File: src/sv/bbp_pkg.sv
// shared types and constants of the bandpass filter bank
package bbp_pkg;

    localparam int ENERGY_W = 48;
    localparam int CFG_W    = 5;
    localparam int CH_OUT_W = 4;
    localparam int RES_LIM  = 16;

    typedef enum logic [1:0] {
        KIND_LOAD   = 2'd0,
        KIND_SAMPLE = 2'd1,
        KIND_CLEAR  = 2'd2,
        KIND_NONE   = 2'd3
    } t_kind;

    typedef enum logic {
        ST_IDLE = 1'b0,
        ST_RUN  = 1'b1
    } t_state;

    // per-channel micro steps of the shared multiply-accumulate
    typedef enum logic [2:0] {
        PH_GAIN_X  = 3'd0,
        PH_GAIN_X2 = 3'd1,
        PH_FB1     = 3'd2,
        PH_FB2     = 3'd3,
        PH_SUM     = 3'd4,
        PH_ROUND   = 3'd5,
        PH_SQUARE  = 3'd6,
        PH_RETIRE  = 3'd7
    } t_phase;

    typedef struct packed {
        logic shift;
        logic clr_hist;
        logic clr_energy;
        logic load;
    } t_cell_ctl;

endpackage

File: src/sv/bbp_cell.sv
// one channel cell: coefficients, histories and energy, shifts toward the head
module bbp_cell
    import bbp_pkg::*;
#(
    parameter int SAMPLE_BITS = 16,
    parameter int COEF_BITS   = 20
) (
    input  logic                          i_clk,
    input  logic                          i_rst_n,
    input  t_cell_ctl                     i_ctl,
    input  logic signed [COEF_BITS-1:0]   i_ld_b0,
    input  logic signed [COEF_BITS-1:0]   i_ld_a1,
    input  logic signed [COEF_BITS-1:0]   i_ld_a2,
    input  logic signed [COEF_BITS-1:0]   i_nx_b0,
    input  logic signed [COEF_BITS-1:0]   i_nx_a1,
    input  logic signed [COEF_BITS-1:0]   i_nx_a2,
    input  logic signed [SAMPLE_BITS-1:0] i_nx_x1,
    input  logic signed [SAMPLE_BITS-1:0] i_nx_x2,
    input  logic signed [SAMPLE_BITS-1:0] i_nx_y1,
    input  logic signed [SAMPLE_BITS-1:0] i_nx_y2,
    input  logic [ENERGY_W-1:0]           i_nx_e,
    output logic signed [COEF_BITS-1:0]   o_b0,
    output logic signed [COEF_BITS-1:0]   o_a1,
    output logic signed [COEF_BITS-1:0]   o_a2,
    output logic signed [SAMPLE_BITS-1:0] o_x1,
    output logic signed [SAMPLE_BITS-1:0] o_x2,
    output logic signed [SAMPLE_BITS-1:0] o_y1,
    output logic signed [SAMPLE_BITS-1:0] o_y2,
    output logic [ENERGY_W-1:0]           o_e
);

    always_ff @(posedge i_clk) begin
        if (!i_rst_n) begin
            o_b0 <= '0;
            o_a1 <= '0;
            o_a2 <= '0;
            o_x1 <= '0;
            o_x2 <= '0;
            o_y1 <= '0;
            o_y2 <= '0;
            o_e  <= '0;
        end else if (i_ctl.shift) begin
            o_b0 <= i_nx_b0;
            o_a1 <= i_nx_a1;
            o_a2 <= i_nx_a2;
            o_x1 <= i_nx_x1;
            o_x2 <= i_nx_x2;
            o_y1 <= i_nx_y1;
            o_y2 <= i_nx_y2;
            o_e  <= i_nx_e;
        end else begin
            if (i_ctl.load) begin
                o_b0 <= i_ld_b0;
                o_a1 <= i_ld_a1;
                o_a2 <= i_ld_a2;
            end
            if (i_ctl.clr_hist) begin
                o_x1 <= '0;
                o_x2 <= '0;
                o_y1 <= '0;
                o_y2 <= '0;
            end
            if (i_ctl.clr_energy) begin
                o_e <= '0;
            end
        end
    end

endmodule

File: config.mk
export PLATFORM = sky130hd
export DESIGN_NAME = bbp_cell
export DESIGN_NICKNAME = d
export VERILOG_FILES = /design/src/sv/bbp_pkg.sv /design/src/sv/bbp_cell.sv
export SDC_FILE = /design/constraint.sdc
export NUM_CORES = 1
export LEC_CHECK = 0
export BUFFER_PORTS_ARGS = -buffer_cell sky130_fd_sc_hd__buf_2
export CAP_MARGIN = 20
export CORE_MARGIN = 2
export CORE_UTILIZATION = 30
export DETAILED_ROUTE_END_ITERATION = 16
export GPL_ROUTABILITY_DRIVEN = 0
export GPL_TIMING_DRIVEN = 0
export PLACE_DENSITY_LB_ADDON = 0.1
export SYNTH_ARGS = -nofsm -noshare
export SYNTH_HDL_FRONTEND = slang
export SYNTH_SLANG_ARGS = --single-unit
File: constraint.sdc
create_clock -name i_clk -period 1.06 [get_ports i_clk]
set_input_delay 0 -clock i_clk [delete_from_list [all_inputs] [get_ports i_clk]]
set_output_delay 0 -clock i_clk [all_outputs]
set_load 0.005 [all_outputs]
# After elaboration in Yosys (flattened, before gate mapping)
# Index checks and enable logic that the tools add are counted.
dict set report word_totals {
  register_bits 172
  in_bits 238
  out_inout_bits 172
  wordCells 24
}
dict set report classes {
  mux 13
  n_reduce_logical 3
}
# cell n
set op_table {}
lappend op_table {{$mux 20} 6}
lappend op_table {{$mux 48} 2}
lappend op_table {{$mux 16} 5}
lappend op_table {{$reduce_bool 2->1} 3}

# Logic depth before layout (Yosys ltp)
dict set report depth {
  depth_word 2
  depth_mapped 5
  depth_no_buf 2
}

# Worst setup path after synthesis
# No wires, ideal clock.
dict set report synth_timing {
  path_type {in2reg}
  startpoint {input port i_ctl[0] (netlist name)}
  endpoint {register o_a1[0]}
  setup_ns 0.116
  arrival_time_ns 0.829
  required_ns 0.944
  slack_ns 0.114
  path_stages 4
  n_path_buf 2
  cell_sequence {buf_2 -> buf_6 -> mux2_1 -> o211a_1}
}
dict set report synth_between {
  elab_chain_len 1
}
# item line_no
set synth_rtl {}
lappend synth_rtl {{start, declared} bbp_cell.sv:10} ;# input t_cell_ctl i_ctl,
lappend synth_rtl {{$reduce_bool 2->1 (no source line)} --}
lappend synth_rtl {{end signal, assigned} bbp_cell.sv:44} ;# o_a1 <= i_nx_a1;
lappend synth_rtl {{end signal, assigned} bbp_cell.sv:54} ;# o_a1 <= i_ld_a1;
lappend synth_rtl {{end, declared} bbp_cell.sv:23} ;# output logic signed [COEF_BITS-1:0] o_a1,
# No other way between the ends.
# A chain may end at the register's enable or synchronous reset.

==> results.py <==
metrics = {
    "run_status": {
        "outcome": "finished clean",
    },
    "synth": {
        "yosysMostFrequentCell": "dfxtp_1",
        "async_flop_share_pct": 0,
        "syn_inst": 764,
        "synth_nets": 1002,
        "synth_area_leaders": "dfxtp_1 (42%), a21boi_2 (14%), or3b_1 (12%)",
        "synth_mux_area_share_pct": 8.25,
        "ys_seq_area_share_pct": 42.0,
        "synth_fa_ha_area_share_pct": 0,
        "synth_top_area_share_pct": 42.0,
        "ys_top_cells_by_count": "dfxtp_1 (172), nand2_1 (112), or3b_1 (112), a21boi_2 (100)",
        "ys.flop_type": "dfxtp_1",
        "synth_compound_area_share_pct": 22.2,
        "synth-simple-area-share_pct": 21.7,
        "synth_top_family_by_area": "compound AO/OA/AOI/OAI gates",
        "yosysWarningCount": 0,
        "synthDistinctLibCells": 12,
        "yosysTopAreaCell": "dfxtp_1",
        "ys_ff_latch": 172,
        "syn_area_um2": 8190,
        "synth_edf_count": 0,
        "synth_xor_area_share_pct": 0,
        "avgSynthCellArea_um2": 10.7,
    },
    "timing": {
        "hold_viol": 0,
        "worst_slew_pin_slew_ns": 0.497,
        "setup_viol": 0,
        "hold_ws_ns": 0.0304,
        "report.final.slew_viol_count": 0,
        "setup_tns_ns": 0,
        "finalCritPeriodShare_pct": 88.7,
        "maxSlewHeadroom_pct": 66.9,
        "max_freq_ghz": 1.06,
        "setup_slack_ns": 0.120,
        "rsz0062_at_grt": "false",
        "period_minus_slack_ns": 0.940,
        "skew_ns": 0,
    },
    "global_route": {
        "antenna_found_initial": 2,
        "track_usage_pct": 20.1,
        "grt_pass1_wl_um": 45700,
        "gr-total-overflow": 0,
        "grt_max_degree": 18,
        "use_met1_pct": 22.8,
        "met2_usage_pct": 36.2,
        "busiest_layer": "met2",
        "grt_util_met3_pct": 6.02,
        "grt_pass1_vias": 8563,
    },
    "setup_path": {
        "path_delay_family": "simple AND/OR/NAND/NOR gates",
        "required_ns": 1.43,
        "critical_path_class": "register to register",
        "cpPeakStageDelay_ns": 0.38,
        "path_buf_inv": 0,
        "cp_max_fo": 2,
        "cp.arrival_ns": 1.31,
        "crit_path_top_delay_cell": "or3b_1",
        "crit_chain": "or3b_1, a21boi_2",
        "start_kind": "register",
        "end_kind": "register",
    },
    "die": {
        "start_util_pct": 30.5,
        "core-area_um2": 26900,
        "die_w_um": 169,
        "die_area_um2": 28600,
        "ios": 410,
        "die_h_um": 169,
        "rows": 60,
    },
    "power": {
        "power.total_uw": 16400,
        "ir_drop_mv": 0.723,
        "powerDensity_nw_per_um2": 1210,
        "leakage_uw": 0.00651,
    },
    "clock_tree": {
        "clockBufferDepth": 2,
        "clock_latency_ns": 0.41,
        "cts_resized": 0,
        "cts_buffers": 17,
        "clk_pin_slew_worst_paths_ns": 0.08,
        "root_buffer": "clkbuf_16",
        "cts_sinks": 172,
        "postCtsSetupBuffers": 0,
        "tritoncts": "done",
        "postCtsHoldBufs": 233,
        "cts_max_level": 4,
    },
    "routing": {
        "drtPass1Iterations": 4,
        "drt-vias-per-instance": 4.54,
        "wl_um": 29700,
        "wl_per_cell_um": 16.7,
        "vias": 8064,
        "ant_nets": 0,
        "first_iter_violations": 313,
        "route.detailed.drc": 0,
    },
    "place": {
        "hpwl_um": 20900,
        "pre_cts_ws_ns": -0.203,
        "dp_cells": 1509,
        "portBuffers": 404,
    },
    "finish": {
        "drive_above_1_share_pct": 41.0,
        "nets": 1658,
        "finalNonFillerCells": 1776,
        "syn2layout_area_growth_pct": 65.6,
    },
    "run": {
        "maxCapViolCount": 0,
    },
    "hold_path": {
        "hold_class": "primary input to register",
    },
}
## cell type report
type                            instances  area, µm²
Fill cell                            2597      13300
Timing Repair Buffer                  637       4350
Multi-Input combinational cell        516       4270
Sequential cell                       172       3440
Buffer                                 76        477
Clock buffer                           20        467
Tap cell                              341        427
Clock inverter                         12        120
Antenna cell                            2       5.00
## cell families (layout without fill, tap and decap cells)
kind of cell           after synthesis  after routing
DFF                                172            172
buffers and inverters               76            745
AOI/OAI and AO/OA                  172            172
and+or+nand+nor                    284            284
other                                0              2
muxes                               60             60
## worst reg2reg max path, stage by stage (launching register included)
cell	delay, ns
dfxtp_1	0.35
or3b_1	0.38
a21boi_2	0.15
## sequential cells by signal, summed over array words and instances, names as in the netlist
name,cells
o_e,48
o_a1,20
o_a2,20
o_b0,20
o_x1,16
o_x2,16
o_y1,16
o_y2,16
## path summary, 6_finish.rpt
path            start        to  slack, ns  cells after the start
max           o_e[20]   o_e[20]       0.12                      2
min          i_ctl[1]    o_e[0]       0.03                      3
max reg2reg   o_e[20]   o_e[20]       0.12                      2
min reg2reg  o_x2[15]  o_x2[15]       0.55                      2
## layer usage
metal | vias to the layer above | wire (µm)
li1 | 4001 | -
met1 | 3722 | 12200
met2 | 296 | 14600
met3 | 45 | 2210
met4 | 0 | 707
met5 | - | 0
## stage by stage
step / instance area [µm²] / utilization (%)
floorplan: 8190 / -
global route: 13600 / 50.5
finish: 13600 / 50.5
detailed placement: 10600 / 39.6
CTS: 13600 / 50.4
global placement: 10600 / 39.6
## power by group
group / switching, µW / total, µW / internal [µW]
registers: 155 / 6990 / 6840
clock network: 3020 / 6340 / 3320
logic: 1260 / 3070 / 1810
## placed cells by master (no fill, tap or decap), drive strengths merged
master and instances:
nand2b 60, clkbuf 45, mux2 60, a21boi 112
inv 9, o211a 60, dlygate4sd3 233, nand2 112
dfxtp 172, or3b 112, diode 2, clkinv 3
buf 455
No activity file was read; power rests on OpenSTA's default activity.
